===== config.mk =====
export PLATFORM = sky130hd
export DESIGN_NAME = hns_ctrl_flat
export DESIGN_NICKNAME = d
export VERILOG_FILES = /design/src/rtl/hns_pkg.sv /design/src/rtl/hns_if.sv /design/src/rtl/hns_ctrl.sv /design/src/flat_wrapper.sv
export SDC_FILE = /design/constraint.sdc
export NUM_CORES = 1
export LEC_CHECK = 0
export BUFFER_PORTS_ARGS = -buffer_cell sky130_fd_sc_hd__buf_2
export CORE_UTILIZATION = 40
export DETAILED_ROUTE_END_ITERATION = 10
export GPL_ROUTABILITY_DRIVEN = 0
export PLACE_DENSITY = 0.6
export SLEW_MARGIN = 20
export SYNTH_ARGS = -nofsm -noshare
export SYNTH_HDL_FRONTEND = slang
export SYNTH_SLANG_ARGS = --single-unit

===== constraint.sdc =====
create_clock -name clk -period 7.3 [get_ports clk]
set_input_delay 0.73 -clock clk [delete_from_list [all_inputs] [get_ports clk]]
set_output_delay 0.73 -clock clk [all_outputs]
set_load 0.05 [all_outputs]

===== src/rtl/hns_pkg.sv =====
// Package for the heightmap neighbourhood smoothing unit.
// Holds widths, register and operation codes, pipeline types and the
// neighbour sum helpers; depends on nothing.
package hns_pkg;

  // Raster geometry
  localparam int MAX_COLUMNS = 1024;
  localparam int ADDR_W      = $clog2(MAX_COLUMNS);
  localparam int COLS_W      = ADDR_W + 1;
  localparam int ROW_W       = 16;

  // Sample and result widths
  localparam int SAMPLE_W = 16;
  localparam int OUT_W    = 24;
  localparam int FRAC_W   = 8;
  // n * centre + neighbour sum, at most 16 samples
  localparam int NUM_W    = SAMPLE_W + 4;
  // numerator scaled by half of one in fixed point
  localparam int SCALED_W = NUM_W + FRAC_W - 1;

  // Configuration port
  localparam int CFG_IDX_W     = 2;
  localparam int CFG_DATA_W    = 16;
  localparam int CFG_COLS_W    = 11;
  localparam int CFG_ROWS_W    = 16;
  localparam int RESET_COLUMNS = 256;
  localparam int RESET_ROWS    = 256;

  localparam logic [CFG_IDX_W-1:0] CFG_MAP_COLUMNS = CFG_IDX_W'(0);
  localparam logic [CFG_IDX_W-1:0] CFG_MAP_ROWS    = CFG_IDX_W'(1);

  // Input operation codes
  localparam logic OP_SAMPLE = 1'b0;
  localparam logic OP_FLUSH  = 1'b1;

  typedef enum logic [1:0] {
    ITEM_NONE,
    ITEM_SAMPLE,
    ITEM_FLUSH
  } item_kind_t;

  typedef enum logic [1:0] {
    DIV_3,
    DIV_5,
    DIV_8
  } divisor_t;

  // Control for one item, decided at acceptance
  typedef struct packed {
    item_kind_t          kind;
    logic                emit_a;
    logic                emit_b;
    logic                up;
    logic                left;
    logic                right;
    logic                last;
    logic [ADDR_W-1:0]   col;
    logic [SAMPLE_W-1:0] x;
  } stage_ctrl_t;

  // Line buffer read data, port a and port b of each buffer
  typedef struct packed {
    logic [SAMPLE_W-1:0] older_a;
    logic [SAMPLE_W-1:0] newer_a;
    logic [SAMPLE_W-1:0] older_b;
    logic [SAMPLE_W-1:0] newer_b;
  } line_rd_t;

  // Line buffer write, shared address for both buffers
  typedef struct packed {
    logic                we;
    logic [ADDR_W-1:0]   addr;
    logic [SAMPLE_W-1:0] older_data;
    logic [SAMPLE_W-1:0] newer_data;
  } line_wr_t;

  typedef struct packed {
    logic             valid;
    logic [NUM_W-1:0] num;
    divisor_t         div;
    logic             last;
  } lane_t;

  typedef struct packed {
    lane_t a;
    lane_t b;
  } lane_pair_t;

  typedef struct packed {
    logic [OUT_W-1:0] smoothed_height;
    logic             frame_last;
  } result_t;

  typedef struct packed {
    logic    valid;
    result_t res;
  } slot_t;

  typedef logic [8:0][SAMPLE_W-1:0] win9_t;

  // Divisor from the number of in-map neighbours (3, 5 or 8)
  function automatic divisor_t divisor_of(logic [8:0] mask);
    divisor_t d;
    case (4'($countones(mask)))
      4'd8:    d = DIV_8;
      4'd5:    d = DIV_5;
      default: d = DIV_3;
    endcase
    return d;
  endfunction

  // n * centre plus the sum of the masked neighbours
  function automatic logic [NUM_W-1:0] neighbour_num(win9_t w, logic [8:0] mask,
                                                     logic [SAMPLE_W-1:0] centre,
                                                     divisor_t div);
    logic [NUM_W-1:0] acc;
    logic [NUM_W-1:0] c;
    acc = '0;
    c   = NUM_W'(centre);
    for (int i = 0; i < 9; i++) begin
      if (mask[i]) begin
        acc = acc + NUM_W'(w[i]);
      end
    end
    case (div)
      DIV_8:   acc = acc + (c << 3);
      DIV_5:   acc = acc + (c << 2) + c;
      default: acc = acc + (c << 1) + c;
    endcase
    return acc;
  endfunction

endpackage


===== src/rtl/hns_if.sv =====
// Channel interfaces of the smoothing unit: raster input, smoothed result
// and configuration write. Depends on hns_pkg.

interface hns_raster_if;
  import hns_pkg::*;
  logic                valid;
  logic                ready;
  logic                op;
  logic [SAMPLE_W-1:0] height_sample;
  modport source (output valid, op, height_sample, input ready);
  modport sink   (input valid, op, height_sample, output ready);
endinterface


interface hns_cfg_if;
  import hns_pkg::*;
  logic                  valid;
  logic                  ready;
  logic [CFG_IDX_W-1:0]  index;
  logic [CFG_DATA_W-1:0] data;
  modport source (output valid, index, data, input ready);
  modport sink   (input valid, index, data, output ready);
endinterface


===== src/rtl/hns_ctrl.sv =====
// Acceptance stage: configuration registers, raster position tracking and
// drain control, line buffer read addressing. Depends on hns_pkg, hns_if.
module hns_ctrl (
  input  logic                       clk,
  input  logic                       rst,
  hns_raster_if.sink                 raster,
  hns_cfg_if.sink                    cfg,
  input  logic                       adv,
  output hns_pkg::stage_ctrl_t       s1,
  output logic [hns_pkg::ADDR_W-1:0] rd_addr_a,
  output logic [hns_pkg::ADDR_W-1:0] rd_addr_b
);
  import hns_pkg::*;

  logic [CFG_COLS_W-1:0] map_columns;
  logic [CFG_ROWS_W-1:0] map_rows;
  logic [ADDR_W-1:0]     col_pos;
  logic [ADDR_W-1:0]     col_pos_next;
  logic [ADDR_W-1:0]     flush_pos;
  logic [ADDR_W-1:0]     flush_pos_next;
  logic [ROW_W-1:0]      row_pos;
  logic [ROW_W-1:0]      row_pos_next;
  logic                  draining;
  logic                  draining_next;
  logic [COLS_W-1:0]     cols_eff;
  logic [ROW_W-1:0]      rows_eff;
  logic                  accept;
  logic                  last_col;
  logic                  last_row;
  logic                  flush_last;
  stage_ctrl_t           item;

  // Take no transfer while in reset
  assign raster.ready = adv & ~rst;
  assign cfg.ready    = ~rst;
  assign accept       = raster.valid & adv;

  // Clamp the configured geometry
  always_comb begin
    if (map_columns < 2) begin
      cols_eff = COLS_W'(2);
    end else if (map_columns > MAX_COLUMNS) begin
      cols_eff = COLS_W'(MAX_COLUMNS);
    end else begin
      cols_eff = COLS_W'(map_columns);
    end
  end

  assign rows_eff   = (map_rows < 2) ? ROW_W'(2) : ROW_W'(map_rows);
  assign last_col   = COLS_W'(col_pos) >= cols_eff - COLS_W'(1);
  assign flush_last = COLS_W'(flush_pos) >= cols_eff - COLS_W'(1);
  assign last_row   = row_pos >= rows_eff - ROW_W'(1);

  // Port a serves the sample column or the drain column, port b the column after the drain column
  assign rd_addr_a = draining ? flush_pos : col_pos;
  assign rd_addr_b = flush_pos + ADDR_W'(1);

  // Classify the transfer and advance the raster position
  always_comb begin
    item           = '0;
    item.kind      = ITEM_NONE;
    item.col       = col_pos;
    item.x         = raster.height_sample;
    col_pos_next   = col_pos;
    row_pos_next   = row_pos;
    flush_pos_next = flush_pos;
    draining_next  = draining;
    if (accept) begin
      if (raster.op == OP_FLUSH) begin
        if (draining) begin
          item.kind  = ITEM_FLUSH;
          item.left  = flush_pos != '0;
          item.right = !flush_last;
          item.last  = flush_last;
          if (flush_last) begin
            draining_next  = 1'b0;
            flush_pos_next = '0;
          end else begin
            flush_pos_next = flush_pos + ADDR_W'(1);
          end
        end
      end else if (!draining) begin
        item.kind   = ITEM_SAMPLE;
        item.up     = row_pos >= ROW_W'(2);
        item.left   = COLS_W'(col_pos) >= COLS_W'(2);
        item.emit_a = (row_pos != '0) && (col_pos != '0);
        item.emit_b = (row_pos != '0) && last_col;
        if (last_col) begin
          col_pos_next = '0;
          if (last_row) begin
            row_pos_next   = '0;
            draining_next  = 1'b1;
            flush_pos_next = '0;
          end else begin
            row_pos_next = row_pos + ROW_W'(1);
          end
        end else begin
          col_pos_next = col_pos + ADDR_W'(1);
        end
      end
    end
  end

  // Hold configuration, positions and the stage register
  always_ff @(posedge clk) begin
    if (rst) begin
      map_columns <= CFG_COLS_W'(RESET_COLUMNS);
      map_rows    <= CFG_ROWS_W'(RESET_ROWS);
      col_pos     <= '0;
      row_pos     <= '0;
      flush_pos   <= '0;
      draining    <= 1'b0;
      s1.kind     <= ITEM_NONE;
    end else begin
      if (cfg.valid) begin
        unique case (cfg.index)
          CFG_MAP_COLUMNS: map_columns <= cfg.data[CFG_COLS_W-1:0];
          CFG_MAP_ROWS:    map_rows    <= cfg.data[CFG_ROWS_W-1:0];
          default: ;
        endcase
      end
      col_pos   <= col_pos_next;
      row_pos   <= row_pos_next;
      flush_pos <= flush_pos_next;
      draining  <= draining_next;
      if (adv) begin
        s1 <= item;
      end
    end
  end

endmodule


===== src/flat_wrapper.sv =====
// flat-port wrapper written by rule: the top's interface ports become plain ports
module hns_ctrl_flat import hns_pkg::*;
  (clk, rst, adv, s1, rd_addr_a, rd_addr_b, raster_valid, raster_op, raster_height_sample, raster_ready, cfg_valid, cfg_index, cfg_data, cfg_ready);
  hns_raster_if raster_i ();
  hns_cfg_if cfg_i ();
  input  logic clk;
  input  logic rst;
  input  logic adv;
  output hns_pkg::stage_ctrl_t s1;
  output logic [hns_pkg::ADDR_W-1:0] rd_addr_a;
  output logic [hns_pkg::ADDR_W-1:0] rd_addr_b;
  input wire logic [$bits(raster_i.valid)-1:0] raster_valid;
  input wire logic [$bits(raster_i.op)-1:0] raster_op;
  input wire logic [$bits(raster_i.height_sample)-1:0] raster_height_sample;
  output wire logic [$bits(raster_i.ready)-1:0] raster_ready;
  input wire logic [$bits(cfg_i.valid)-1:0] cfg_valid;
  input wire logic [$bits(cfg_i.index)-1:0] cfg_index;
  input wire logic [$bits(cfg_i.data)-1:0] cfg_data;
  output wire logic [$bits(cfg_i.ready)-1:0] cfg_ready;
  assign raster_i.valid = raster_valid;
  assign raster_i.op = raster_op;
  assign raster_i.height_sample = raster_height_sample;
  assign raster_ready = raster_i.ready;
  assign cfg_i.valid = cfg_valid;
  assign cfg_i.index = cfg_index;
  assign cfg_i.data = cfg_data;
  assign cfg_ready = cfg_i.ready;
  hns_ctrl u_core (.clk(clk), .rst(rst), .raster(raster_i), .cfg(cfg_i), .adv(adv), .s1(s1), .rd_addr_a(rd_addr_a), .rd_addr_b(rd_addr_b));
endmodule

### Yosys cells after proc, flatten, opt, wreduce, memory -nomap -nowiden

Index checks and enable logic that the tools add are counted.

* register bits: 98

* add/sub/neg operators: 5
* magnitude comparators: 8
* eq/ne operators: 3
* mux-type cells: 26
* bitwise operators: 6
* reductions and logical operators: 17

Operators with widths (number)
* two-way mux 10 bit: 8
* two-way mux 16 bit: 2
* greater-or-equal comparator 10 x 11 -> 1 bit: 2
* two-way mux 11 bit: 2
* adder 10 x 1 -> 10 bit, second input constant: 2
* nonzero test 10 bit: 2
* adder 16 x 1 -> 16 bit, second input constant: 1
* greater-or-equal comparator 16 bit: 1
* greater-or-equal comparator 16 x 2 -> 1 bit, second input constant: 1
* < comparator 16 x 2 -> 1 bit, second input constant: 1
* nonzero test 16 bit: 1
* subtractor 16 x 1 -> 16 bit, second input constant: 1
* greater-than comparator 11 bit, second input constant: 1
* < comparator 11 x 2 -> 1 bit, second input constant: 1
* subtractor 11 x 1 -> 11 bit, second input constant: 1
* greater-or-equal comparator 10 x 2 -> 1 bit, second input constant: 1
* two-way mux 8 bit: 1
* two-way mux 1 bit: 7
* two-way mux 2 bit: 3
* two-way mux 3 bit: 2
* AND reduction 2 bit: 3
* AND reduction 3 bit: 2
* two-way mux 5 bit: 1
* AND reduction 5 bit: 1
* other kinds (11): 17

### Depth between registers and ports, before layout

Gate-level depths: netlist of run 1.

* word-level depth: 9
* gate-level depth with buffers: 21
* mapped depth without buffers: 19

### Least setup slack after synthesis of run 1

Ideal clock, no wire load.

* kind: register to register
* start: register u_core.map_columns[3]
* end: register u_core.flush_pos[0]
* setup time: 0.086 ns
* arrival time: 4.189 ns
* required time: 7.214 ns
* setup slack: 3.025 ns
* stages on the path, launching flop included: 16
* clock period less this slack: 4.275 ns
* path through: dfxtp_1 -> or3_4 -> or3_1 -> clkbuf_1 -> o311ai_0 -> ha_1 -> buf_2 -> nand2_1 -> a31oi_1 -> ha_1 -> a21o_1 -> a2111oi_1 -> a211oi_1 -> a31oi_1 -> nor2_2 -> a211oi_1

* longest elaborated chain between the ends: 8

Ends and longest elaborated chain
* start: declaration: RTL line hns_ctrl.sv:15 `logic [CFG_COLS_W-1:0] map_columns;`
* start signal: assignment: RTL line hns_ctrl.sv:107 `map_columns <= CFG_COLS_W'(RESET_COLUMNS);`
* start signal: assignment: RTL line hns_ctrl.sv:117 `CFG_MAP_COLUMNS: map_columns <= cfg.data[CFG_COLS_W-1:0];`
* greater-than comparator 11 bit: RTL line hns_ctrl.sv:42 `end else if (map_columns > MAX_COLUMNS) begin`
* two-way mux 11 bit: RTL line hns_ctrl.sv:42
* two-way mux 11 bit *: RTL line hns_ctrl.sv:40 `if (map_columns < 2) begin`
* subtractor 11 x 1 -> 11 bit *: RTL line hns_ctrl.sv:50, hns_ctrl.sv:51
* greater-or-equal comparator 10 x 11 -> 1 bit: RTL line hns_ctrl.sv:51 `assign flush_last = COLS_W'(flush_pos) >= cols_eff - COLS_W'(1);`
* two-way mux 10 bit: RTL line hns_ctrl.sv:75 `if (flush_last) begin`
* two-way mux 10 bit: RTL line hns_ctrl.sv:70 `if (draining) begin`
* two-way mux 10 bit: RTL line hns_ctrl.sv:69 `if (raster.op == OP_FLUSH) begin`
* end signal: assignment: RTL line hns_ctrl.sv:124 `flush_pos <= flush_pos_next;`
* end: declaration: RTL line hns_ctrl.sv:19 `logic [ADDR_W-1:0] flush_pos;`

Every way passes the cells marked *; elsewhere a longest branch is shown, timed or not. The select of a mux whose other input is x is not followed.
A chain may end at the register's enable or synchronous reset.

### Worst setup path in the final report of run 1

Same ends and word-level chain as after synthesis.

==> impl_results.md, run 1 <==
- Run status: finished clean
- Number of antenna violations at the first check in global routing: 0
- Fraction of power spent switching nets: a little under 30%
- Resized Gates After CTS: 0
- Global-route wire length before repair: 22200 um
- Number of top-level design ports: between 90 and 100
- Antenna cells: 0
- Kind of path behind the tightest hold check: register to register
- Required time reported for the critical path endpoint: about 7.6 ns
- Hold_ws: 0.467 ns
- Sequential group share of total power: 48.1%
- Critical Path Source Type: register
- Placement Rows: 42
- Cells taking the most area after synthesis: sky130_fd_sc_hd__dfxtp_1, sky130_fd_sc_hd__edfxtp_1, sky130_fd_sc_hd__ha_1
- Number of synthesis warnings: 0
- Unrepaired setup endpoints after global routing: false
- CTS tree: done
- Buffers on Ports: 95
- Dominant cell type by area after synthesis: sky130_fd_sc_hd__dfxtp_1
- Final period util: 68.5%
- First-pass detailed-route iteration total: 6
- Max Root-Sink Buffers: 2
- Data arrival time at the worst-slack endpoint: 5.27 ns
- Area of the core: between 10000 and 15000 sq um
- Clock tree skew after final layout: 0.00648 ns
- Total placed instance area: 6160 sq um
- Vias in the first global route: ~4.4k
- Number of endpoints failing setup at the final stage: 0
- Slew at the pin with the worst max-slew slack: roughly 1.1 ns
- Sort of element at the end of the critical path: register
- Most frequent cells after synthesis: sky130_fd_sc_hd__dfxtp_1, sky130_fd_sc_hd__nand2_1, sky130_fd_sc_hd__nor2_1
- Origin of the critical flop-to-flop path: u_core.map_columns[3]
- Launch point of the worst hold path: u_core.s1[33]
- Post-layout min period: 5.00 ns
- Layout fillers: 1307
- Full die area: 14400 sq um
- Compound-cell area share of the yosys netlist: 13.5%
- Worst-case reg-to-reg path depth: 13
- Fraction of registers with async set or reset after synthesis: 0%
- Post-Layout Inst Area: 6430 sq um
- Final HPWL from detailed placement: 10400 um
- Area Overhead vs Synth: 15.4%
- Simple-gate area share of the yosys netlist: 22.0%
- Comb power frac: 16.2%
- Cell Int Power: slightly below 0.0009 W
- Adder-cell share of the synthesized area: between 10% and 20%
- Worst setup timing slack at the placement stage: 2.33 ns
- Routed length per instance: 15.9 um
- Number of sinks driven by the clock tree: 98
- Synth top area share: between 20% and 30%
- Via count of the routed design: 4790
- Destination of the worst register-to-register timing path: u_core.flush_pos[0]
- Number of hold violations in the final report: 0
- Fraction of final layout cells with drive strength greater than 1: 18.4%
- Total congestion overflow after global routing: 0
- Iteration-0 DRC count of the detailed router: roughly 280
- Critical path class: register to register
- Max-cap violation count: 0
- Number of distinct library cell variants in the gate-level netlist after synthesis: 60
- Largest family of logic cells by synthesized area: simple AND/OR/NAND/NOR gates
- Final layout net count: 774
- IR Drop Worst-Case VDD: 0.143 mV
- FF-to-FF setup slack: 2.30 ns
- Power spent charging and discharging nets: 0.000363 W
- Die Height: 120 um
- Remaining design rule violation count: 0
- Remaining antenna violation count: 0
- Cells after Synth: 608
- Wire length after detailed routing: 13800 um
- Clock-pin transition on the worst setup and hold timing paths: around 0.070 ns
- Max FO, Critical Path: 10
- Clock latency reported for the late side of the worst-skew pair: 0.35 ns
- Mean cell area of the mapped netlist: 9.16 sq um
- Ys flop type: sky130_fd_sc_hd__dfxtp_1
- EDFF count, synth: 32
- Post-synthesis instance area: 5570 sq um
- Number of H-tree branching levels: 3
- Via-per-instance ratio: approximately 5.5
- Cell count of the worst hold path: 2
- Final Worst Setup Slack: 2.30 ns
- Sum of negative setup slack: 0 ns
- Sequential cell area fraction in the yosys report: approximately two fifths
- Multiplexer fraction of the synthesized cell area: 3.42%
- End point of the most critical hold path: u_core.s1[33]
- Starting Density: 41.5%
- Largest net degree at the start of global routing: 53
- Leak pwr: 2.67 nW
- Post-Syn Nets: 696
- Register bit total from synthesis: 98
- TritonCTS Buffers: 9
- Post-CTS setup repair buffer count: 0
- Tot GR Track Use: 19.7%
- Fmax: 200 MHz
- Die Wd: 120 um
- Cell Pwr Density: 194 nW/um^2
- Post-Synth XOR/XNOR Area: 5.98%
- Root buffer cell: sky130_fd_sc_hd__clkbuf_16
- Final Max Slew Viols: 0
- Max-slew headroom: 29.2%
- Clock network fraction of design power: 35.7%
- Hold buffers post-CTS: 0
## sequential cells by signal (all words and copies together), names as in the netlist
register / flops
u_core.col_pos: 10
u_core.draining: 1
u_core.flush_pos: 10
u_core.map_columns: 11
u_core.map_rows: 16
u_core.row_pos: 16
u_core.s1: 34
## metal layers
layer | part of all wire (%) | vias to the layer above | routed length [um] | GRT usage [%]
met3 | 7.5 | 15 | 1040 | 6.08
met2 | 44 | 180 | 6110 | 30.7
met4 | 1.1 | 0 | 156 | 6.25
met5 | 0 | - | 0 | 0
li1 | - | 2368 | - | -
met1 | 47 | 2227 | 6490 | 26.0
## placed cells by master (no fill, tap or decap), types with 3 or more instances in the layout
cell type,synthesis,routed
sky130_fd_sc_hd__a211oi_1,5,5
sky130_fd_sc_hd__a21oi_1,36,36
sky130_fd_sc_hd__a221o_1,7,7
sky130_fd_sc_hd__a31oi_1,7,7
sky130_fd_sc_hd__and3_1,10,10
sky130_fd_sc_hd__buf_2,3,95
sky130_fd_sc_hd__clkbuf_16,0,9
sky130_fd_sc_hd__dfxtp_1,66,66
sky130_fd_sc_hd__edfxtp_1,32,32
sky130_fd_sc_hd__ha_1,48,48
sky130_fd_sc_hd__inv_1,14,14
sky130_fd_sc_hd__inv_6,0,3
sky130_fd_sc_hd__mux2_2,8,8
sky130_fd_sc_hd__mux2i_1,10,10
sky130_fd_sc_hd__nand2_1,66,66
sky130_fd_sc_hd__nand2b_1,9,9
sky130_fd_sc_hd__nand3_1,29,29
sky130_fd_sc_hd__nand3b_1,5,5
sky130_fd_sc_hd__nand4_1,8,8
sky130_fd_sc_hd__nor2_1,52,52
sky130_fd_sc_hd__nor2b_1,7,6
sky130_fd_sc_hd__nor3_1,25,25
sky130_fd_sc_hd__nor4_1,12,12
sky130_fd_sc_hd__o21a_1,8,8
sky130_fd_sc_hd__o21ai_0,20,20
sky130_fd_sc_hd__o22ai_1,5,5
sky130_fd_sc_hd__o31ai_1,4,4
sky130_fd_sc_hd__o32ai_1,3,3
sky130_fd_sc_hd__or3_1,5,5
sky130_fd_sc_hd__or4_1,4,4
sky130_fd_sc_hd__xnor2_1,23,23
sky130_fd_sc_hd__xor2_1,15,15
## power groups by stage
stage               registers, W  logic, W  clock network (W)
floorplan               0.000638  0.000119                  0
global placement        0.000612  0.000194                  0
detailed placement      0.000612  0.000202                  0
CTS                     0.000600  0.000202           0.000454
global route            0.000603  0.000223           0.000476
finish                  0.000601  0.000203           0.000446
## area by class of cell
cell class / instances / area (sq um) / area share, %
multi-input cells: 465 / 3110 / 48.4
inverters: 15 / 56.3 / 0.876
clock buffers: 10 / 229 / 3.56
well taps: 176 / 220 / 3.43
clock inverters: 6 / 40.0 / 0.623
repair buffers: 97 / 490 / 7.63
flip-flops and latches: 98 / 2280 / 35.5
## how the worst max path moves through the flow
stage / from / endpoint / slack, ns / depth (start not counted)
finish: u_core.map_columns[3] / u_core.flush_pos[0] / 2.30 / 13
global placement: u_core.map_columns[3] / u_core.flush_pos[0] / 2.48 / 13
global route: u_core.map_columns[3] / u_core.flush_pos[0] / 1.92 / 13
CTS: u_core.map_columns[3] / u_core.flush_pos[0] / 2.28 / 13
detailed placement: u_core.map_columns[3] / u_core.flush_pos[0] / 2.33 / 13
floorplan: u_core.map_columns[3] / u_core.flush_pos[0] / 3.03 / 15
## metrics by stage
stage | util [%] | total power [W] | std cells
3_5_place_dp | 46.0 | 0.000814 | 851
3_3_place_gp | 46.0 | 0.000806 | 851
2_1_floorplan | - | 0.000757 | 608
5_1_grt | 48.0 | 0.00130 | 867
6_report | 48.0 | 0.00125 | 867
4_1_cts | 48.0 | 0.00126 | 867
## worst max-delay path, stage by stage (launching register included)
cell and delay [ns]:
sky130_fd_sc_hd__dfxtp_1 0.36, sky130_fd_sc_hd__or3_4 0.45, sky130_fd_sc_hd__or3_1 0.45, sky130_fd_sc_hd__o311ai_0 0.56, sky130_fd_sc_hd__ha_1 0.47, sky130_fd_sc_hd__nand2_1 0.08, sky130_fd_sc_hd__a31oi_1 0.32, sky130_fd_sc_hd__ha_1 0.32
sky130_fd_sc_hd__a21o_1 0.16, sky130_fd_sc_hd__a2111oi_1 0.66, sky130_fd_sc_hd__a211oi_1 0.22, sky130_fd_sc_hd__a31oi_1 0.48, sky130_fd_sc_hd__nor2_2 0.15, sky130_fd_sc_hd__a211oi_1 0.24
## cells by family after synthesis
family          after synthesis
xor+xnor                     38
compound gates              114
mux                          18
flops                        98
simple gates                247
buf+inv                      45
fa+ha+maj                    48
Power figures use the tool's default switching activity.
==> inputs of run 2 (changes only) <==
Settings changed: ABC_AREA set to 1.
Clock period 7.3 ns to 5.02 ns, I/O delays scaled along.
==> run 2 against run 1 <==
Net effect:
- power up 52%
- final area rose by 6.7%
- synthesized cell count up 32%
- flip-flop and latch count unchanged
- routed wire length grew 0.96%
- highest routed layer unchanged
- sequential power is 44% higher
- register-to-register slack got worse by 1.5 ns
- clock skew grew 0.0072 ns
- final cell count rose by 25%
==> impl_results.md, run 2 <==
- EDFF count, synth: 32 (unchanged)
- Synth top area share: 22.2% (-1.5 points)
- Cells taking the most area after synthesis: sky130_fd_sc_hd__dfxtp_1, sky130_fd_sc_hd__edfxtp_1, sky130_fd_sc_hd__nand2_1
- Most frequent cells after synthesis: sky130_fd_sc_hd__nand2_1, sky130_fd_sc_hd__nor2_1, sky130_fd_sc_hd__inv_1
- Final Max Slew Viols: 0 (unchanged)
- Fraction of power spent switching nets: 29.6% (+0.57 points)
- Area of the core: 14500 sq um (+8.5%)
- Tot GR Track Use: 19.1% (-0.66 points)
- CTS tree: done
- Mean cell area of the mapped netlist: 7.40 sq um (-19%)
- Remaining design rule violation count: 0 (unchanged)
- Fraction of registers with async set or reset after synthesis: 0% (unchanged)
- Data arrival time at the worst-slack endpoint: 4.43 ns (-0.84 ns)
- Die Wd: 124 um (+3.4%)
- Hold buffers post-CTS: 0 (unchanged)
- Number of antenna violations at the first check in global routing: 0 (unchanged)
- Required time reported for the critical path endpoint: 5.26 ns (-2.31 ns)
- Ys flop type: sky130_fd_sc_hd__dfxtp_1
- Post-CTS setup repair buffer count: 0 (unchanged)
- Compound-cell area share of the yosys netlist: 9.41% (-4.1 points)
- Commonest cells after routing, fill and taps aside: sky130_fd_sc_hd__nand2_1, sky130_fd_sc_hd__nor2_1, sky130_fd_sc_hd__inv_1
- Critical Path Slowest Stage Cell: sky130_fd_sc_hd__nand2_1
- Clock latency reported for the late side of the worst-skew pair: 0.35 ns (about the same)
- Sort of element at the end of the critical path: register
- Cell Pwr Density: 277 nW/um^2 (+42%)
- Comb power frac: 16.2% (about the same)
- Number of hold violations in the final report: 0 (unchanged)
- Max FO, Critical Path: 20 (+10)
- Cells after Synth: 805 (+32%)
- Iteration-0 DRC count of the detailed router: 384 (+38%)
- Via-per-instance ratio: 4.83 (-13%)
- Post-Layout Inst Area: 6860 sq um (+6.7%)
- Max Root-Sink Buffers: 2 (unchanged)
- Multiplexer fraction of the synthesized cell area: 0% (-3.4 points)
- Final period util: 83.6% (+15 points)
- Clock-pin transition on the worst setup and hold timing paths: 0.08 ns (about the same)
- Post-Syn Nets: 893 (+28%)
- Fraction of final layout cells with drive strength greater than 1: 14.5% (-3.9 points)
- Cells after DPL: 1064 (+25%)
- Root buffer cell: sky130_fd_sc_hd__clkbuf_16
- Largest register FFs: 34 (unchanged)
- Buffers on Ports: 95 (unchanged)
- TritonCTS Buffers: 9 (unchanged)
- Resized Gates After CTS: 0 (unchanged)
- Final HPWL from detailed placement: 10600 um (+2.1%)
- Adder-cell share of the synthesized area: 10.1% (-0.70 points)
- Most frequent cell after synthesis: sky130_fd_sc_hd__nand2_1
- Sequential cell area fraction in the yosys report: 38.3% (-2.7 points)
- Critical Path Source Type: register
- Slew at the pin with the worst max-slew slack: 0.855 ns (-0.202 ns)
- Full die area: 15400 sq um (+6.8%)
- Number of H-tree branching levels: 3 (unchanged)
- Max-cap violation count: 0 (unchanged)
- Routed length per instance: 12.9 um (-19%)
- Power spent charging and discharging nets: 0.000563 W (+55%)
- Layout fillers: 1531 (+17%)
- Number of sinks driven by the clock tree: 98 (unchanged)
- Global-route wire length before repair: 22800 um (+2.4%)
- Remaining antenna violation count: 0 (unchanged)
- Register bank with the most flops: u_core.s1
- Kind of path behind the tightest hold check: primary input to register
- First-pass detailed-route iteration total: 4 (-2)
- Cell Int Power: 0.00134 W (+51%)
- Number of endpoints failing setup at the final stage: 0 (unchanged)
- Area Overhead vs Synth: 15.2%
- Number of top-level design ports: 96 (unchanged)
- Slowest Stage Delay on Critical Path: 0.46 ns (-0.20 ns)
- Vias in the first global route: 4723 (+7.5%)
- Number of distinct library cell variants in the gate-level netlist after synthesis: 37 (-38%)
- Post-layout min period: 4.19 ns (-0.805 ns)
- Starting Density: 41.0% (-0.58 points)
- Total placed instance area: 6550 sq um (+6.3%)
- Most frequent standard cell in the layout excluding fill and tap cells: sky130_fd_sc_hd__nand2_1
- Largest registers: u_core.s1: 34 flops, u_core.map_rows: 16 flops, u_core.row_pos: 16 flops
- Simple-gate area share of the yosys netlist: 27.7% (+5.7 points)
- Final Worst Setup Slack: 0.825 ns (-1.48 ns)
- Clock tree skew after final layout: 0.0136 ns (+0.00716 ns)
- Post-Synth XOR/XNOR Area: 5.74% (-0.24 points)
- Post-synthesis instance area: 5950 sq um (+6.9%)
- Sum of negative setup slack: 0 ns (unchanged)
- Antenna cells: 0 (unchanged)
- Critical path class: register to register
- Number of synthesis warnings: 0 (unchanged)
- Most common cell type on the critical path: sky130_fd_sc_hd__nand3_1
- Tot Pwr: 0.00190 W (+52%)
- Dominant cell type by area after synthesis: sky130_fd_sc_hd__dfxtp_1
- Sequential group share of total power: 45.5% (-2.6 points)
- Leak pwr: 3.22 nW (+21%)
- Run status: finished clean
- Max-slew headroom: 42.8% (+14 points)
- Final layout net count: 979 (+26%)
- Register bit total from synthesis: 98 (unchanged)
- Placement Rows: 44 (+4.8%)
- Largest net degree at the start of global routing: 40 (-25%)
- Total congestion overflow after global routing: 0 (unchanged)
- Via count of the routed design: 5217 (+8.9%)
- Wire length after detailed routing: 13900 um (+0.96%)
- Unrepaired setup endpoints after global routing: false
- Clock network fraction of design power: 38.3% (+2.6 points)
- Fmax: 238 MHz (+19%)
- Worst setup timing slack at the placement stage: 0.828 ns (-1.51 ns)
- IR Drop Worst-Case VDD: 0.151 mV (+5.4%)
- Largest family of logic cells by synthesized area: simple AND/OR/NAND/NOR gates
- Number of standard cells in the layout, taps in and fillers out: 1080 (+25%)
- Die Height: 124 um (+3.4%)
run 2: cell types whose count changed in the layout (fill, tap and decap cells not counted), sizes merged, moves of 9 or more:
cell    before  now
and3        10    0
mux2i       10    0
nand2       66  176
nor2        53  124
a21oi       36   57
o21ai       22   47
xor2        15   33
xnor2       23    6
nand3       29   42
inv         17  106
nand2b       9    0
run 2: logic make-up after synthesis:
family                     after synthesis
buffers and inverters                  125
xor gates and xnor gates                39
AOI/OAI and AO/OA                      108
and+or+nand+nor                        387
adders and majority gates               48
DFF                                     98
run 2: power groups by stage:
stage	combinational, W	sequential (W)	clock [W]
after detailed placement	0.000310	0.000883	0
after CTS	0.000311	0.000865	0.000743
after global placement	0.000308	0.000883	0
after global routing	0.000352	0.000869	0.000777
after floorplan	0.000191	0.000925	0
final	0.000307	0.000864	0.000727
run 2: path summary, 6_finish.rpt:
path	from	end	slack [ns]	cells past startpoint
setup / recovery	u_core.map_rows[9]	u_core.flush_pos[6]	0.83	27
hold / removal	raster_height_sample[12]	u_core.s1[12]	0.32	1
hold reg to reg	u_core.s1[33]	u_core.s1[33]	0.47	2
setup reg to reg	u_core.map_rows[9]	u_core.flush_pos[6]	0.83	27
run 2: layout make-up:
class / instances / area [sq um] / share of cell area (%)
multi-input combinational: 582 / 3160 / 46.1
sequential: 98 / 2280 / 33.3
timing repair buffer: 97 / 490 / 7.15
inverter: 103 / 387 / 5.64
tap: 184 / 230 / 3.36
clock buffer: 9 / 225 / 3.28
clock inverter: 7 / 82.6 / 1.20
run 2: worst max-delay path: cells and delay by family (launching register included):
family / cells / cell delay (ns)
adder cells (fa/ha/maj): 2 / 0.45
XOR/XNOR: 1 / 0.17
flip-flops: 1 / 0.34
buffers and inverters: 5 / 0.47
AND/OR/NAND/NOR: 19 / 2.66
run 2: through the flow:
step / hold WS, ns / utilization [%]
global placement: 0.453 / 45.0
floorplan: 0.450 / -
detailed placement: 0.459 / 45.0
global route: 0.305 / 47.2
CTS: 0.306 / 47.2
finish: 0.323 / 47.2
run 2: layer usage:
metal | vias to the layer above | global-route usage [%] | routed length, um
li1 | 2784 | - | -
met1 | 2290 | 25.3 | 6890
met2 | 131 | 31.3 | 6190
met3 | 12 | 3.02 | 696
met4 | 0 | 6.70 | 160
met5 | - | 0 | 0
==> inputs of run 3 (changes only) <==
Clock period 5.02 ns to 3.9 ns, I/O delays scaled along.
==> run 3 against run 2 <==
Net effect:
- final cell count is 0.74% higher
- combinational power is 34% higher
- setup slack worse by 0.36 ns
- final area is 1.1% higher
- critical endpoint is now u_core.row_pos[2]
- highest routed layer unchanged
- critical path type unchanged
- worst hold slack worse by 0.12 ns
- core utilization is 0.54 points higher
- power is 27% higher
- flip-flop and latch count stayed put
- clock skew is 0.0069 ns lower
- global-route usage is 0.17 points higher
- sequential power is 28% higher
- sequential share of layout area is 0.38 points lower
==> impl_results.md, run 3 (same netlist as run 2, synthesis figures left out) <==
- Run status: finished clean
- Max-cap violation count: 0 (unchanged)
- Via count of the routed design: 5298 (+1.6%)
- Final period util: 88.1% (+4.6 points)
- Number of antenna violations at the first check in global routing: 0 (unchanged)
- Largest registers: u_core.s1: 34 flops, u_core.map_rows: 16 flops, u_core.row_pos: 16 flops
- Total buffers and inverters traversed by the critical path: 6 (+1)
- First-pass detailed-route iteration total: 5 (+1)
- Buffers on Ports: 95 (unchanged)
- Via-per-instance ratio: 4.87 (+0.81%)
- Critical Path Slowest Stage Cell: sky130_fd_sc_hd__dfxtp_1
- Clock-pin transition on the worst setup and hold timing paths: 0.07 ns (about the same)
- Unrepaired setup endpoints after global routing: false
- Sort of element at the end of the critical path: register
- Final layout net count: 987 (+0.82%)
- Max FO, Critical Path: 17 (-15%)
- Required time reported for the critical path endpoint: 4.19 ns (-1.07 ns)
- Most frequent standard cell in the layout excluding fill and tap cells: sky130_fd_sc_hd__nand2_1
- Slowest Stage Delay on Critical Path: 0.35 ns (-0.11 ns)
- Fraction of final layout cells with drive strength greater than 1: 15.9% (+1.4 points)
- Full die area: 15400 sq um (unchanged)
- Vias in the first global route: 4732 (+0.19%)
- Die Wd: 124 um (unchanged)
- Kind of path behind the tightest hold check: primary input to register
- Die Height: 124 um (unchanged)
- Total placed instance area: 6610 sq um (+0.92%)
- Final core occ: 47.7% (+0.54 points)
- Final HPWL from detailed placement: 10800 um (+1.7%)
- Largest register FFs: 34 (unchanged)
- Area of the core: 14500 sq um (unchanged)
- Post-Layout Inst Area: 6940 sq um (+1.1%)
- Final Worst Setup Slack: 0.463 ns (-0.362 ns)
- Global routing met1 resource utilization: 25.0% (-0.33 points)
- TritonCTS Buffers: 9 (unchanged)
- Hold buffers post-CTS: 0 (unchanged)
- Worst setup timing slack at the placement stage: 0.172 ns (-0.656 ns)
- Post-layout min period: 3.44 ns (-0.758 ns)
- Remaining design rule violation count: 0 (unchanged)
- Critical Path Source Type: register
- Routed length per instance: 13.1 um (+1.3%)
- Number of H-tree branching levels: 3 (unchanged)
- Clock latency reported for the late side of the worst-skew pair: 0.36 ns (about the same)
- Max Root-Sink Buffers: 2 (unchanged)
- Cell Pwr Density: 348 nW/um^2 (+26%)
- Root buffer cell: sky130_fd_sc_hd__clkbuf_16
- Area Overhead vs Synth: 16.5%
- Destination of the worst register-to-register timing path: u_core.row_pos[2]
- Met3 Use GR: 4.21% (+1.2 points)
- Number of endpoints failing setup at the final stage: 0 (unchanged)
- FF-to-FF setup slack: 0.46 ns (-0.36 ns)
- Placement Rows: 44 (unchanged)
- Antenna cells: 0 (unchanged)
- Critical path destination: u_core.row_pos[2]
- Category of cells accounting for the largest share of critical-path delay: simple AND/OR/NAND/NOR gates
- Origin of the critical flop-to-flop path: u_core.map_rows[9]
- Commonest cells after routing, fill and taps aside: sky130_fd_sc_hd__nand2_1, sky130_fd_sc_hd__nor2_1, sky130_fd_sc_hd__inv_1
- Number of hold violations in the final report: 0 (unchanged)
- Iteration-0 DRC count of the detailed router: 353 (-8.1%)
- Wire length after detailed routing: 14200 um (+2.1%)
- Most common cell type on the critical path: sky130_fd_sc_hd__inv_1
- Met2 demand-to-capacity share in global routing: 32.2% (+0.87 points)
- Number of sinks driven by the clock tree: 98 (unchanged)
- Critical path origin: u_core.map_rows[9]
- Register bank with the most flops: u_core.s1
- Slew at the pin with the worst max-slew slack: 0.697 ns (-0.159 ns)
- Clock tree skew after final layout: 0.00675 ns (-0.00688 ns)
- Tot GR Track Use: 19.2% (+0.17 points)
- CTS tree: done
- Data arrival time at the worst-slack endpoint: 3.73 ns (-0.70 ns)
- Global-route wire length before repair: 22900 um (+0.82%)
- Largest net degree at the start of global routing: 40 (unchanged)
- Number of top-level design ports: 96 (unchanged)
- Routing layer with the top usage in global route: met2
- Total congestion overflow after global routing: 0 (unchanged)
- IR Drop Worst-Case VDD: 0.234 mV (+55%)
- Remaining antenna violation count: 0 (unchanged)
- Worst-case reg-to-reg path depth: 25 (-7.4%)
- Sum of negative setup slack: 0 ns (unchanged)
- Starting Density: 41.0% (unchanged)
- Tot Pwr: 0.00242 W (+27%)
- Critical path class: register to register
- Critical path depth in cells: 25 (-7.4%)
- Leak pwr: 3.27 nW (+1.4%)
- Max-slew headroom: 53.4% (+11 points)
- Final Max Slew Viols: 0 (unchanged)
- Fmax: 291 MHz (+22%)
==> run 3: cell types whose count changed in the layout (fill, tap and decap cells not counted), sizes merged <==
cell and delta:
clkinv +1, inv -1, clkinvlp +1, buf +8, bufinv -1
==> run 3: worst min-delay path by stage <==
stage	from	endpoint	slack (ns)	cells after the start
2_1_floorplan	u_core.map_rows[1]	u_core.map_rows[1]	0.45	2
3_3_place_gp	u_core.s1[33]	u_core.s1[33]	0.46	2
3_5_place_dp	u_core.s1[32]	u_core.s1[32]	0.46	2
4_1_cts	raster_height_sample[12]	u_core.s1[12]	0.19	1
5_1_grt	raster_height_sample[8]	u_core.s1[8]	0.19	1
6_report	raster_height_sample[12]	u_core.s1[12]	0.21	1
==> run 3: final cells by class <==
cell class,instances,area (sq um)
timing repair buffer,105,554
fill,1463,7600
inverter,103,387
multi-input combinational,582,3180
sequential,98,2280
clock buffer,9,225
tap,184,230
clock inverter,7,72.6
==> run 3: per-layer routing <==
layer	wire length (um)	vias to the layer above	share of wire [%]
met4	195	0	1.4
met2	6290	166	44
met3	980	14	6.9
li1	-	2804	-
met1	6750	2314	47
met5	0	-	0
==> run 3: what timing repair did <==
item / in CTS / in global routing
resized for setup: 0 / 8
setup endpoints to repair: 0 / 27
buffers inserted: 0 / 0
==> run 3: through the flow <==
step           hold slack [ns]  std cells
2_1_floorplan            0.450        805
3_5_place_dp             0.462       1072
5_1_grt                  0.186       1088
3_3_place_gp             0.455       1072
4_1_cts                  0.193       1088
6_report                 0.206       1088
==> run 3: report_power, final <==
group | internal [W] | switching (W)
clock network | 0.000452 | 0.000442
logic | 0.000131 | 0.000279
registers | 0.00109 | 0.0000254
total | 0.00167 | 0.000746
